File: config.mk
export PLATFORM = sky130hd
export DESIGN_NAME = two_side_game_clock
export DESIGN_NICKNAME = d
export VERILOG_FILES = /design/src/rtl/tsgc_pkg.sv /design/src/rtl/tsgc_csr.sv /design/src/rtl/tsgc_datapath.sv /design/src/rtl/tsgc_ctrl.sv /design/src/rtl/two_side_game_clock.sv
export SDC_FILE = /design/constraint.sdc
export NUM_CORES = 1
export LEC_CHECK = 0
export BUFFER_PORTS_ARGS = -buffer_cell sky130_fd_sc_hd__buf_2
export CORE_ASPECT_RATIO = 0.75
export CORE_MARGIN = 3
export CORE_UTILIZATION = 58
export DETAILED_ROUTE_END_ITERATION = 16
export HOLD_SLACK_MARGIN = 0.02
export PLACE_DENSITY = 0.77
export SETUP_SLACK_MARGIN = 0.2
export SYNTH_ARGS = -nofsm -noshare
export SYNTH_HDL_FRONTEND = slang
export SYNTH_SLANG_ARGS = --single-unit
File: constraint.sdc
create_clock -name clock -period 9.28 [get_ports clock]
set_input_delay 0 -clock clock [delete_from_list [all_inputs] [get_ports clock]]
set_output_delay 0 -clock clock [all_outputs]
set_load 0.02 [all_outputs]
File: src/rtl/tsgc_pkg.sv
// Shared types, codes and helpers for the two-side game clock.
// Used by every module of the block; depends on nothing.
`timescale 1ns / 1ps
package tsgc_pkg;

   localparam int TIME_W     = 32;   // signed time left per side
   localparam int MS_W       = 30;   // millisecond fields and registers
   localparam int EXT_W      = 34;   // headroom for sum and difference
   localparam int HALF_W     = 16;
   localparam int MODE_W     = 3;
   localparam int BYTE_W     = 8;
   localparam int KIND_W     = 2;
   localparam int DIV_STEPS  = HALF_W;
   localparam int DIV_CNT_W  = $clog2(DIV_STEPS);
   localparam int CSR_ADDR_W = 5;
   localparam int CSR_DATA_W = 32;
   localparam int REQ_DATA_W = 80;
   localparam int RSP_DATA_W = 40;

   // request kinds
   localparam logic [KIND_W-1:0] KIND_START = 2'd0;
   localparam logic [KIND_W-1:0] KIND_MOVE  = 2'd1;
   localparam logic [KIND_W-1:0] KIND_QUERY = 2'd2;

   // clock modes
   localparam logic [MODE_W-1:0] MODE_INFINITE = 3'd0;
   localparam logic [MODE_W-1:0] MODE_DEPTH    = 3'd1;
   localparam logic [MODE_W-1:0] MODE_MOVETIME = 3'd2;
   localparam logic [MODE_W-1:0] MODE_STANDARD = 3'd3;
   localparam logic [MODE_W-1:0] MODE_NONE     = 3'd4;

   // register indexes
   localparam logic [2:0] REG_CLOCK_MODE  = 3'd0;
   localparam logic [2:0] REG_DEPTH_LIMIT = 3'd1;
   localparam logic [2:0] REG_BASE_TIME   = 3'd2;
   localparam logic [2:0] REG_INCREMENT   = 3'd3;
   localparam logic [2:0] REG_MARGIN      = 3'd4;
   localparam logic [2:0] REG_MOVES_PER   = 3'd5;

   localparam logic signed [EXT_W-1:0] SAT_HI = 34'sh0_7FFF_FFFF;
   localparam logic signed [EXT_W-1:0] SAT_LO = 34'sh3_8000_0000;

   typedef struct packed {
      logic [MODE_W-1:0] clock_mode;
      logic [BYTE_W-1:0] depth_limit;
      logic [MS_W-1:0]   base_time;
      logic [MS_W-1:0]   increment_ms;
      logic [MS_W-1:0]   margin_ms;
      logic [BYTE_W-1:0] moves_per_period;
   } cfg_type;

   typedef enum logic [2:0] {
      ST_IDLE,
      ST_EXEC,
      ST_DIV,
      ST_REFILL,
      ST_FINISH
   } state_type;

   typedef struct packed {
      logic capture;
      logic exec;
      logic div_step;
      logic refill;
      logic load_out;
   } cmd_type;

   typedef struct packed {
      logic [KIND_W-1:0] kind;
      logic              mode_std;
      logic              mpp_nz;
      logic              div_last;
   } status_type;

   function automatic logic signed [TIME_W-1:0] sat32(input logic signed [EXT_W-1:0] v);
      logic signed [TIME_W-1:0] r;
      if (v > SAT_HI) r = SAT_HI[TIME_W-1:0];
      else if (v < SAT_LO) r = SAT_LO[TIME_W-1:0];
      else r = v[TIME_W-1:0];
      return r;
   endfunction

   function automatic logic settings_valid(input cfg_type c);
      logic ok;
      case (c.clock_mode)
         MODE_INFINITE: ok = 1'b1;
         MODE_DEPTH:    ok = (c.depth_limit != '0);
         MODE_MOVETIME: ok = (c.base_time != '0);
         MODE_STANDARD: ok = (c.base_time != '0);
         default:       ok = 1'b0;
      endcase
      return ok;
   endfunction

endpackage

File: src/rtl/tsgc_csr.sv
// Configuration registers behind an APB-style port.
// Depends on tsgc_pkg.
`timescale 1ns / 1ps
module tsgc_csr import tsgc_pkg::*; (
   input  logic                  clock,
   input  logic                  reset,
   input  logic                  csr_psel,
   input  logic                  csr_penable,
   input  logic                  csr_pwrite,
   input  logic [CSR_ADDR_W-1:0] csr_paddr,
   input  logic [CSR_DATA_W-1:0] csr_pwdata,
   output logic [CSR_DATA_W-1:0] csr_prdata,
   output logic                  csr_pready,
   output cfg_type               cfg
);
   cfg_type    cfg_ff, cfg_in;
   logic       wr_en;
   logic [2:0] idx;

   assign csr_pready = 1'b1;
   assign wr_en      = csr_psel & csr_penable & csr_pwrite;
   assign idx        = csr_paddr[CSR_ADDR_W-1:2];
   assign cfg        = cfg_ff;

   always_comb begin
      cfg_in = cfg_ff;
      if (wr_en) begin
         case (idx)
            REG_CLOCK_MODE:  cfg_in.clock_mode       = csr_pwdata[MODE_W-1:0];
            REG_DEPTH_LIMIT: cfg_in.depth_limit      = csr_pwdata[BYTE_W-1:0];
            REG_BASE_TIME:   cfg_in.base_time        = csr_pwdata[MS_W-1:0];
            REG_INCREMENT:   cfg_in.increment_ms     = csr_pwdata[MS_W-1:0];
            REG_MARGIN:      cfg_in.margin_ms        = csr_pwdata[MS_W-1:0];
            REG_MOVES_PER:   cfg_in.moves_per_period = csr_pwdata[BYTE_W-1:0];
            default:         cfg_in = cfg_ff;
         endcase
      end
   end

   always_ff @(posedge clock) begin
      if (reset) begin
         cfg_ff <= '{clock_mode: MODE_NONE, default: '0};
      end else begin
         cfg_ff <= cfg_in;
      end
   end

   always_comb begin
      case (idx)
         REG_CLOCK_MODE:  csr_prdata = CSR_DATA_W'(cfg_ff.clock_mode);
         REG_DEPTH_LIMIT: csr_prdata = CSR_DATA_W'(cfg_ff.depth_limit);
         REG_BASE_TIME:   csr_prdata = CSR_DATA_W'(cfg_ff.base_time);
         REG_INCREMENT:   csr_prdata = CSR_DATA_W'(cfg_ff.increment_ms);
         REG_MARGIN:      csr_prdata = CSR_DATA_W'(cfg_ff.margin_ms);
         REG_MOVES_PER:   csr_prdata = CSR_DATA_W'(cfg_ff.moves_per_period);
         default:         csr_prdata = '0;
      endcase
   end
endmodule

File: src/rtl/tsgc_datapath.sv
// Datapath: request registers, side times, saturating adders, the
// bit-serial period divider and the result register. Depends on tsgc_pkg.
`timescale 1ns / 1ps
module tsgc_datapath import tsgc_pkg::*; (
   input  logic                  clock,
   input  logic                  reset,
   input  cfg_type               cfg,
   input  cmd_type               cmd,
   output status_type            status,
   input  logic [KIND_W-1:0]     req_tuser,
   input  logic [REQ_DATA_W-1:0] req_tdata,
   output logic [RSP_DATA_W-1:0] rsp_tdata
);
   logic [KIND_W-1:0]        kind_ff;
   logic                     side_ff;
   logic [HALF_W-1:0]        half_ff;
   logic [MS_W-1:0]          elapsed_ff;
   logic [MS_W-1:0]          consumed_ff;
   logic signed [TIME_W-1:0] time_ff [2];
   logic signed [TIME_W-1:0] time_in [2];
   logic                     over_ff, over_in;
   logic [HALF_W-1:0]        quo_ff, quo_in;
   logic [BYTE_W-1:0]        rem_ff, rem_in;
   logic [DIV_CNT_W-1:0]     cnt_ff, cnt_in;
   logic [RSP_DATA_W-1:0]    rsp_ff;

   logic signed [TIME_W-1:0] cur_time;
   logic signed [EXT_W-1:0]  move_sum;
   logic signed [EXT_W-1:0]  refill_sum;
   logic signed [EXT_W-1:0]  limit;
   logic [HALF_W:0]          half_inc;
   logic [BYTE_W:0]          rem_shift;
   logic                     valid_now;

   assign cur_time   = time_ff[side_ff];
   assign move_sum   = EXT_W'(cur_time) + $signed(EXT_W'(cfg.increment_ms))
                       - $signed(EXT_W'(elapsed_ff));
   assign refill_sum = EXT_W'(cur_time) + $signed(EXT_W'(cfg.base_time));
   assign limit      = EXT_W'(cur_time) + $signed(EXT_W'(cfg.margin_ms));
   assign half_inc   = (HALF_W+1)'(half_ff) + 1'b1;
   assign rem_shift  = {rem_ff, quo_ff[HALF_W-1]};

   assign status.kind     = kind_ff;
   assign status.mode_std = (cfg.clock_mode == MODE_STANDARD);
   assign status.mpp_nz   = (cfg.moves_per_period != '0);
   assign status.div_last = (cnt_ff == DIV_CNT_W'(DIV_STEPS - 1));

   // side times, timeout flag, divider
   always_comb begin
      time_in[0] = time_ff[0];
      time_in[1] = time_ff[1];
      over_in    = over_ff;
      quo_in     = quo_ff;
      rem_in     = rem_ff;
      cnt_in     = cnt_ff;
      if (cmd.exec) begin
         over_in = 1'b0;
         quo_in  = half_inc[HALF_W:1];
         rem_in  = '0;
         cnt_in  = '0;
         case (kind_ff)
            KIND_START: begin
               if (cfg.clock_mode == MODE_MOVETIME || half_ff == '0) begin
                  time_in[0] = TIME_W'(cfg.base_time);
                  time_in[1] = TIME_W'(cfg.base_time);
               end
            end
            KIND_MOVE: begin
               if (cfg.clock_mode == MODE_STANDARD)
                  time_in[side_ff] = sat32(move_sum);
            end
            KIND_QUERY: begin
               if (cfg.clock_mode == MODE_MOVETIME || cfg.clock_mode == MODE_STANDARD)
                  over_in = ($signed(EXT_W'(consumed_ff)) >= limit);
            end
            default: over_in = 1'b0;
         endcase
      end
      if (cmd.div_step) begin
         if (rem_shift >= {1'b0, cfg.moves_per_period})
            rem_in = BYTE_W'(rem_shift - {1'b0, cfg.moves_per_period});
         else
            rem_in = rem_shift[BYTE_W-1:0];
         quo_in = {quo_ff[HALF_W-2:0], 1'b0};
         cnt_in = cnt_ff + 1'b1;
      end
      if (cmd.refill && rem_ff == '0)
         time_in[side_ff] = sat32(refill_sum);
   end

   assign valid_now = settings_valid(cfg) && !time_ff[0][TIME_W-1]
                      && !time_ff[1][TIME_W-1];

   always_ff @(posedge clock) begin
      if (reset) begin
         time_ff[0] <= '0;
         time_ff[1] <= '0;
      end else begin
         time_ff[0] <= time_in[0];
         time_ff[1] <= time_in[1];
      end
   end

   always_ff @(posedge clock) begin
      over_ff <= over_in;
      quo_ff  <= quo_in;
      rem_ff  <= rem_in;
      cnt_ff  <= cnt_in;
      if (cmd.capture) begin
         kind_ff     <= req_tuser;
         side_ff     <= req_tdata[0];
         half_ff     <= req_tdata[16:1];
         elapsed_ff  <= req_tdata[46:17];
         consumed_ff <= req_tdata[76:47];
      end
      if (cmd.load_out)
         rsp_ff <= {(RSP_DATA_W-TIME_W-2)'(0), valid_now, cur_time, over_ff};
   end

   assign rsp_tdata = rsp_ff;
endmodule

File: src/rtl/tsgc_ctrl.sv
// Controller state machine: sequences capture, update, divide, refill and
// result hand-off, and owns the result valid flag. Depends on tsgc_pkg.
`timescale 1ns / 1ps
module tsgc_ctrl import tsgc_pkg::*; (
   input  logic       clock,
   input  logic       reset,
   input  logic       req_tvalid,
   output logic       req_tready,
   output logic       rsp_tvalid,
   input  logic       rsp_tready,
   input  status_type status,
   output cmd_type    cmd
);
   state_type state_ff, state_in;
   logic      rsp_valid_ff, rsp_valid_in;
   logic      out_free;

   assign out_free   = !rsp_valid_ff || rsp_tready;
   assign req_tready = (state_ff == ST_IDLE);
   assign rsp_tvalid = rsp_valid_ff;

   always_comb begin
      state_in = state_ff;
      case (state_ff)
         ST_IDLE:   if (req_tvalid) state_in = ST_EXEC;
         ST_EXEC: begin
            if (status.kind == KIND_MOVE && status.mode_std && status.mpp_nz)
               state_in = ST_DIV;
            else
               state_in = ST_FINISH;
         end
         ST_DIV:    if (status.div_last) state_in = ST_REFILL;
         ST_REFILL: state_in = ST_FINISH;
         ST_FINISH: if (out_free) state_in = ST_IDLE;
         default:   state_in = ST_IDLE;
      endcase
   end

   always_comb begin
      cmd = '0;
      case (state_ff)
         ST_IDLE:   cmd.capture  = req_tvalid;
         ST_EXEC:   cmd.exec     = 1'b1;
         ST_DIV:    cmd.div_step = 1'b1;
         ST_REFILL: cmd.refill   = 1'b1;
         ST_FINISH: cmd.load_out = out_free;
         default:   cmd = '0;
      endcase
   end

   always_comb begin
      rsp_valid_in = rsp_valid_ff;
      if (rsp_tready) rsp_valid_in = 1'b0;
      if (cmd.load_out) rsp_valid_in = 1'b1;
   end

   always_ff @(posedge clock) begin
      if (reset) begin
         state_ff     <= ST_IDLE;
         rsp_valid_ff <= 1'b0;
      end else begin
         state_ff     <= state_in;
         rsp_valid_ff <= rsp_valid_in;
      end
   end
endmodule

File: src/rtl/two_side_game_clock.sv
// Top level of the two-side game clock: configuration registers,
// controller and datapath. Depends on tsgc_pkg, tsgc_csr, tsgc_ctrl, tsgc_datapath.
//
//   channel   direction  handshake            payload
//   req_      in         req_tvalid/tready    tuser kind, tdata side..consumed_ms
//   rsp_      out        rsp_tvalid/tready    tdata time_over, time_left_out, clock_valid
//   csr_      in/out     psel/penable/pready  6 registers at byte address 4*index
//
// A request passes capture, update and hand-off (start, query, or a move without
// periodic refill); a move in standard mode with a nonzero moves-per-period also
// passes the 16-step bit-serial remainder and the refill between update and hand-off.
// One request is in work at a time; the next is taken once the result sits in
// the output register, even if it is not yet taken.
// A stalled result holds the block in its final state. Synchronous reset
// clears both side times, the registers and the controller; no clearing pass.
`timescale 1ns / 1ps
module two_side_game_clock import tsgc_pkg::*; (
   input  logic                  clock,
   input  logic                  reset,
   // request channel
   input  logic                  req_tvalid,
   output logic                  req_tready,
   input  logic [KIND_W-1:0]     req_tuser,   // [1:0] kind
   input  logic [REQ_DATA_W-1:0] req_tdata,   // [0] side, [16:1] half_move_count,
                                              // [46:17] elapsed_ms, [76:47] consumed_ms
   // result channel
   output logic                  rsp_tvalid,
   input  logic                  rsp_tready,
   output logic [RSP_DATA_W-1:0] rsp_tdata,   // [0] time_over, [32:1] time_left_out,
                                              // [33] clock_valid
   // configuration port
   input  logic                  csr_psel,
   input  logic                  csr_penable,
   input  logic                  csr_pwrite,
   input  logic [CSR_ADDR_W-1:0] csr_paddr,
   input  logic [CSR_DATA_W-1:0] csr_pwdata,
   output logic [CSR_DATA_W-1:0] csr_prdata,
   output logic                  csr_pready
);
   cfg_type    cfg;
   cmd_type    cmd;
   status_type status;

   // register file; write it only while the block is idle
   tsgc_csr u_csr (
      .clock       (clock),
      .reset       (reset),
      .csr_psel    (csr_psel),
      .csr_penable (csr_penable),
      .csr_pwrite  (csr_pwrite),
      .csr_paddr   (csr_paddr),
      .csr_pwdata  (csr_pwdata),
      .csr_prdata  (csr_prdata),
      .csr_pready  (csr_pready),
      .cfg         (cfg)
   );

   // sequence each request: capture, update, optional divide and refill, hand off
   tsgc_ctrl u_ctrl (
      .clock      (clock),
      .reset      (reset),
      .req_tvalid (req_tvalid),
      .req_tready (req_tready),
      .rsp_tvalid (rsp_tvalid),
      .rsp_tready (rsp_tready),
      .status     (status),
      .cmd        (cmd)
   );

   // hold side times and do the arithmetic under controller command
   tsgc_datapath u_dp (
      .clock     (clock),
      .reset     (reset),
      .cfg       (cfg),
      .cmd       (cmd),
      .status    (status),
      .req_tuser (req_tuser),
      .req_tdata (req_tdata),
      .rsp_tdata (rsp_tdata)
   );
endmodule

# Yosys cells after proc, flatten, opt, wreduce, memory -nomap -nowiden

Memory sizes are Yosys's and may differ from the RTL's. A register that Yosys moved wholly into a read port is not among the register bits.
Cells that the tools add are included.

Flip-flop bits (word level): 255
Latch bits: 0
Bits in writable memories: 64
Bits in read-only memories: 0
Output and inout bits: 75
Logic and storage cells: 134
Memories: 1

Memory list:

| name         | depth | width | read ports | clocked after memory_dff | write ports | line                | source |
|---|---|---|---|---|---|---|---|
| u_dp.time_ff | 2     | 32    | 3          | 1                        | 2           | tsgc_datapath.sv:19 | `logic signed [TIME_W-1:0] time_ff [2];` |

$add $sub $neg: 7
$mul: 0
Divide/modulo/power cells: 0
Order comparisons: 8
Equal/unequal tests: 18
Shift-type cells: 0
Mux-type cells: 44
Bitwise logic cells: 5
Reductions and logical operators: 32

Operators by type and width:

| operator                                                                           | number |
|---|---|
| 32-bit two-way mux                                                                 | 11 |
| 64-bit two-way mux                                                                 | 4 |
| 30-bit one-hot mux with 6 select lines                                             | 1 |
| 64-bit bitwise mux                                                                 | 2 |
| 64-bit one-hot mux with 2 select lines                                             | 1 |
| 32-bit by 31-bit adder with 33-bit output                                          | 3 |
| 34-bit by 32-bit greater-than comparator with 1-bit output (second input constant) | 2 |
| 34-bit by 32-bit less-than comparator with 1-bit output (second input constant)    | 2 |
| 31-bit by 34-bit greater-or-equal comparator with 1-bit output                     | 1 |
| 34-bit by 31-bit subtractor with 34-bit output                                     | 1 |
| 32-bit demux with 1-bit select                                                     | 1 |
| 16-bit two-way mux                                                                 | 2 |
| 30-bit nonzero test                                                                | 1 |
| 8-bit two-way mux                                                                  | 3 |
| 3-bit by 2-bit == test with 1-bit output (second input constant)                   | 6 |
| 16-bit by 1-bit adder with 17-bit output (second input constant)                   | 1 |
| 16-bit logical NOT                                                                 | 1 |
| 8-bit nonzero test                                                                 | 2 |
| 3-bit one-hot mux with 5 select lines                                              | 1 |
| 2-bit AND reduction                                                                | 7 |
| 3-bit two-way mux                                                                  | 4 |
| 1-bit two-way mux                                                                  | 11 |
| 3-bit by 1-bit == test with 1-bit output (second input constant)                   | 3 |
| 3-bit == test (second input constant)                                              | 3 |
| other kinds (24)                                                                   | 40 |

# Depth between registers and ports, before layout

Word-level depth: 15
Mapped depth: 29

# By module

A second synthesis with hierarchy kept.

Cell total of the unflattened synthesis: 2337
Area, all modules: 21830.9 um^2

Modules (own cells, without submodules):

| module        | instances | cells each | area each (um^2) | sequential area each (um^2) |
|---|---|---|---|---|
| tsgc_datapath | 1         | 1747       | 16311.9          | 5555.3 |
| tsgc_csr      | 1         | 561        | 5272.6           | 2182.1 |
| tsgc_ctrl     | 1         | 29         | 246.5            | 80.1 |

# Least setup slack after synthesis

OpenSTA, ideal clock, no wires.

Path type: register -> register
From: reg (tool-made name)
To: mem u_dp.time_ff[0][5]
Setup time: 86 ps
Data arrival time: 5884 ps
Required time: 9194 ps
Path slack: 3309 ps
Stages on the path, launching flop included: 29
Path buffers: 3
Cell sequence: dfxtp_1 -> buf_2 -> buf_1 -> mux2_2 -> ha_1 -> inv_1 -> fa_1 -> nor2b_1 -> o31ai_2 -> a2111oi_2 -> o2111ai_1 -> a21boi_0 -> o21ai_0 -> a21oi_1 -> nand2_1 -> nand2_1 -> xor2_1 -> ha_1 -> buf_2 -> and3_1 -> nor2b_1 -> o211ai_1 -> a21oi_1 -> o31ai_1 -> o311ai_4 -> a21oi_2 -> or4_1 -> a21o_1 -> a221oi_2

RTL lines:

| what             | line |
|---|---|
| end: declaration | tsgc_datapath.sv:19 |

==> flow_metrics.tcl <==
set metrics [dict create \
    rsz0062_at_grt "no" \
    cpPeakStageDelay_ns 0.83 \
    pin_count 201 \
    dp_slack_ns 1.47 \
    final_common_cell "nand2_1" \
    leakage_nw 10.2 \
    cp_num_buf_inv 1 \
    die_h_um 173 \
    synth-seq-cells 320 \
    synth-async-reset-ratio_pct 0 \
    vias 21949 \
    p_per_area_nw_per_um2 136 \
    coreArea_sq_um 36300 \
    cts_buffer_depth 3 \
    avgSynthCellArea_sq_um 8.68 \
    rows 60 \
    cts.sinks 320 \
    final.setup_skew_ns 0.0156 \
    dieArea_sq_um 39800 \
    max_slew_margin_pct 13.8 \
    path_common_cell "nand2_1" \
    drt-pass1-iter-count 6 \
    path_class "flip-flop to flip-flop" \
    hold_viol 0 \
    dr.first_iter.drc_count 3038 \
    crit_path_end_kind "flip-flop" \
    crit_arrival_ns 8.71 \
    ys.warnings.count 0 \
    critPathMaxFanout 25 \
    syn2layout_area_growth_pct 16.5 \
    drt_wl_total_um 79600 \
    synth_edf_count 141 \
    period_needed_ns 8.29 \
    fmax_ghz 0.121 \
    worst_path_max_delay_cell "nor2_1" \
    slew_viol_final 0 \
    crit_required_ns 9.71 \
    tns_ns 0 \
    grt_usage_pct 38.4 \
    drv_cap 0 \
    setup_viol 0 \
    postCtsResizedCells 0 \
    grt_pass1_vias 21063 \
    yosysSeqAreaShare_pct 36.1 \
    vias_per_cell 6.72 \
    worstPathCellList "buf_4 -> mux2_2 -> ha_1 -> nand3_1 -> a2111oi_2 -> o2111ai_1 -> a21boi_0 -> o21ai_0 -> a21oi_1 -> nand2_1 -> nand2_1 -> xor2_1 -> ha_1 -> and3_1 -> nor2b_1 -> o211ai_1 -> a21oi_1 -> o31ai_1 -> o311ai_4 -> nand2_1 -> nor2_1 -> o21ai_0 -> a221oi_1" \
    wl_per_cell_um 24.4 \
    grt_antenna_before_repair 1 \
    netlist_instances 2497 \
    final_layout_size_suffix_gt1_share_pct 12.4 \
    crit_path_start_kind "flip-flop" \
    nNetsFinal 3033 \
    cts_root_buffer "clkbuf_16" \
    status "finished, final reports clean" \
    ir_drop_uv 158 \
    io_buffers 184 \
    hold_class "primary input to flip-flop" \
    grt.overflow.total 0 \
    worst_slew_pin_slew_ns 1.29 \
    ys_types 97 \
    cp_top_family "compound AO/OA/AOI/OAI gates" \
    post_cts_buffers 0 \
    layout_common_cells "nand2_1 (341), a21oi_1 (264), buf_2 (183)" \
    clk_pin_slew_ns 0.06 \
    grt_pass1_wl_um 121000 \
    ant_nets 0 \
    syn-cell-area_sq_um 21700 \
    start_util_pct 59.7 \
    cts_tree "built" \
    gp_congestion 1.01 \
    cts_buffers 35 \
    grt_max_degree 94 \
    hpwl_um 56800 \
    fin_ws_ns 0.993 \
    clock_latency_ns 0.55 \
    fill_cells 2832 \
    ys_dominant_reg_cell "dfxtp_1" \
    htree_levels 2 \
    period_share_pct 89.3 \
    drc 0 \
    die_width_um 229 \
]
## metrics by stage
step / hold slack, ns / cells / power, W / utilization [%] / cell area, sq um
detailed placement: 0.178 / 3086 / 0.00194 / 63.2 / 23000
CTS: 0.0908 / 3263 / 0.00341 / 69.5 / 25300
floorplan: 0.0989 / 2504 / 0.00180 / - / 21700
global placement: 0.176 / 3086 / 0.00193 / 63.2 / 23000
finish: 0.0851 / 3264 / 0.00343 / 69.5 / 25300
global route: 0.160 / 3264 / 0.00351 / 69.5 / 25300
## Yosys cell counts (17+ instances only)
cell type / instances / share of area (%)
nand2_1: 341 / 5.9
a21oi_1: 264 / 6.1
dfxtp_1: 179 / 17
nor2_1: 179 / 3.1
ha_1: 161 / 9.3
edfxtp_1: 141 / 20
o21ai_0: 140 / 3.2
clkbuf_1: 93 / 1.6
inv_1: 86 / 1.5
a21o_1: 59 / 2.0
xnor2_1: 59 / 2.4
xor2_1: 57 / 2.3
a211oi_1: 47 / 1.6
nand3_1: 46 / 1.1
a221oi_1: 45 / 1.8
mux2i_1: 45 / 2.1
nor3_1: 41 / 0.95
a22oi_1: 31 / 1.1
mux2_2: 31 / 1.6
o21a_1: 24 / 0.83
nand4_1: 23 / 0.66
nor2b_1: 23 / 0.66
nor4_1: 22 / 0.63
a221o_1: 21 / 0.97
a311oi_1: 19 / 0.77
o21bai_1: 19 / 0.66
a31oi_1: 17 / 0.49
o211ai_1: 17 / 0.59
## cells by family (layout without fill, tap and decap cells)
group | count (synthesis) | in the layout | share of synthesized area (%)
AO/OA/AOI/OAI | 832 | 832 | 25.6
AND/OR/NAND/NOR | 773 | 773 | 16.1
multiplexers | 78 | 78 | 3.89
XOR/XNOR | 116 | 116 | 4.69
adder cells (fa/ha/maj) | 166 | 166 | 9.75
flip-flops | 320 | 320 | 36.1
buffers and inverters | 210 | 473 | 3.89
other | 2 | 10 | 0.0346
## layout make-up
cell class	count	area (sq um)	share of cell area, %
clock buffers	50	1020	4.02
repair buffers	322	2240	8.88
diodes	1	2.50	0.00990
flip-flops and latches	320	7820	30.9
well taps	496	621	2.46
inverters	88	330	1.31
clock inverters	13	149	0.589
multi-input cells	1974	13100	51.8
## flip-flops by register name, indices dropped and copies added, names as in the netlist, 4 cells and up, named ones only
register,cells
u_dp.rem_ff,8
u_dp.elapsed_ff,30
u_dp.cnt_ff,4
u_dp.consumed_ff,30
u_dp.rsp_tdata,34
u_dp.time_ff,64
u_dp.quo_ff,16
u_csr.cfg,109
u_dp.half_ff,16
## worst paths after layout
check / slack (ns) / depth (start not counted) / end / start
max reg2reg: 0.99 / 23 / u_dp.time_ff[0][21]$_SDFF_PP0_ / flip-flop
max: 0.99 / 23 / u_dp.time_ff[0][21]$_SDFF_PP0_ / flip-flop
min: 0.09 / 2 / u_dp.time_ff[0][31]$_SDFF_PP0_ / reset
min reg2reg: 0.46 / 2 / u_dp.quo_ff[0]$_SDFFE_PP0P_ / u_dp.quo_ff[0]$_SDFFE_PP0P_
## power by group
part / total [W] / internal (W) / switching (W)
clock network: 0.00146 / 0.000828 / 0.000634
registers: 0.00156 / 0.00153 / 0.0000332
logic: 0.000411 / 0.000149 / 0.000261
## worst reg2reg max path, stage by stage, from the launching register on
cell	delay (ns)
dfxtp_1	0.62
buf_4	0.49
mux2_2	0.52
ha_1	0.45
nand3_1	0.22
a2111oi_2	0.62
o2111ai_1	0.26
a21boi_0	0.48
o21ai_0	0.21
a21oi_1	0.25
nand2_1	0.11
nand2_1	0.09
xor2_1	0.09
ha_1	0.48
and3_1	0.28
nor2b_1	0.30
o211ai_1	0.13
a21oi_1	0.15
o31ai_1	0.15
o311ai_4	0.46
nand2_1	0.42
nor2_1	0.83
o21ai_0	0.23
a221oi_1	0.34
## what timing repair did
action / in CTS / in global routing
endpoints found under the setup margin: 0 / 0
hold buffers: 114 / 0
endpoints found under the hold margin: 192 / 0
## metal layers
layer | vias up | global-route usage, % | wire [um]
met4 | 0 | 10.2 | 2360
li1 | 9801 | - | -
met5 | - | 0 | 0
met2 | 1528 | 56.1 | 32600
met1 | 10390 | 52.9 | 32100
met3 | 230 | 15.5 | 12600
No activity file was read; power rests on OpenSTA's default activity.
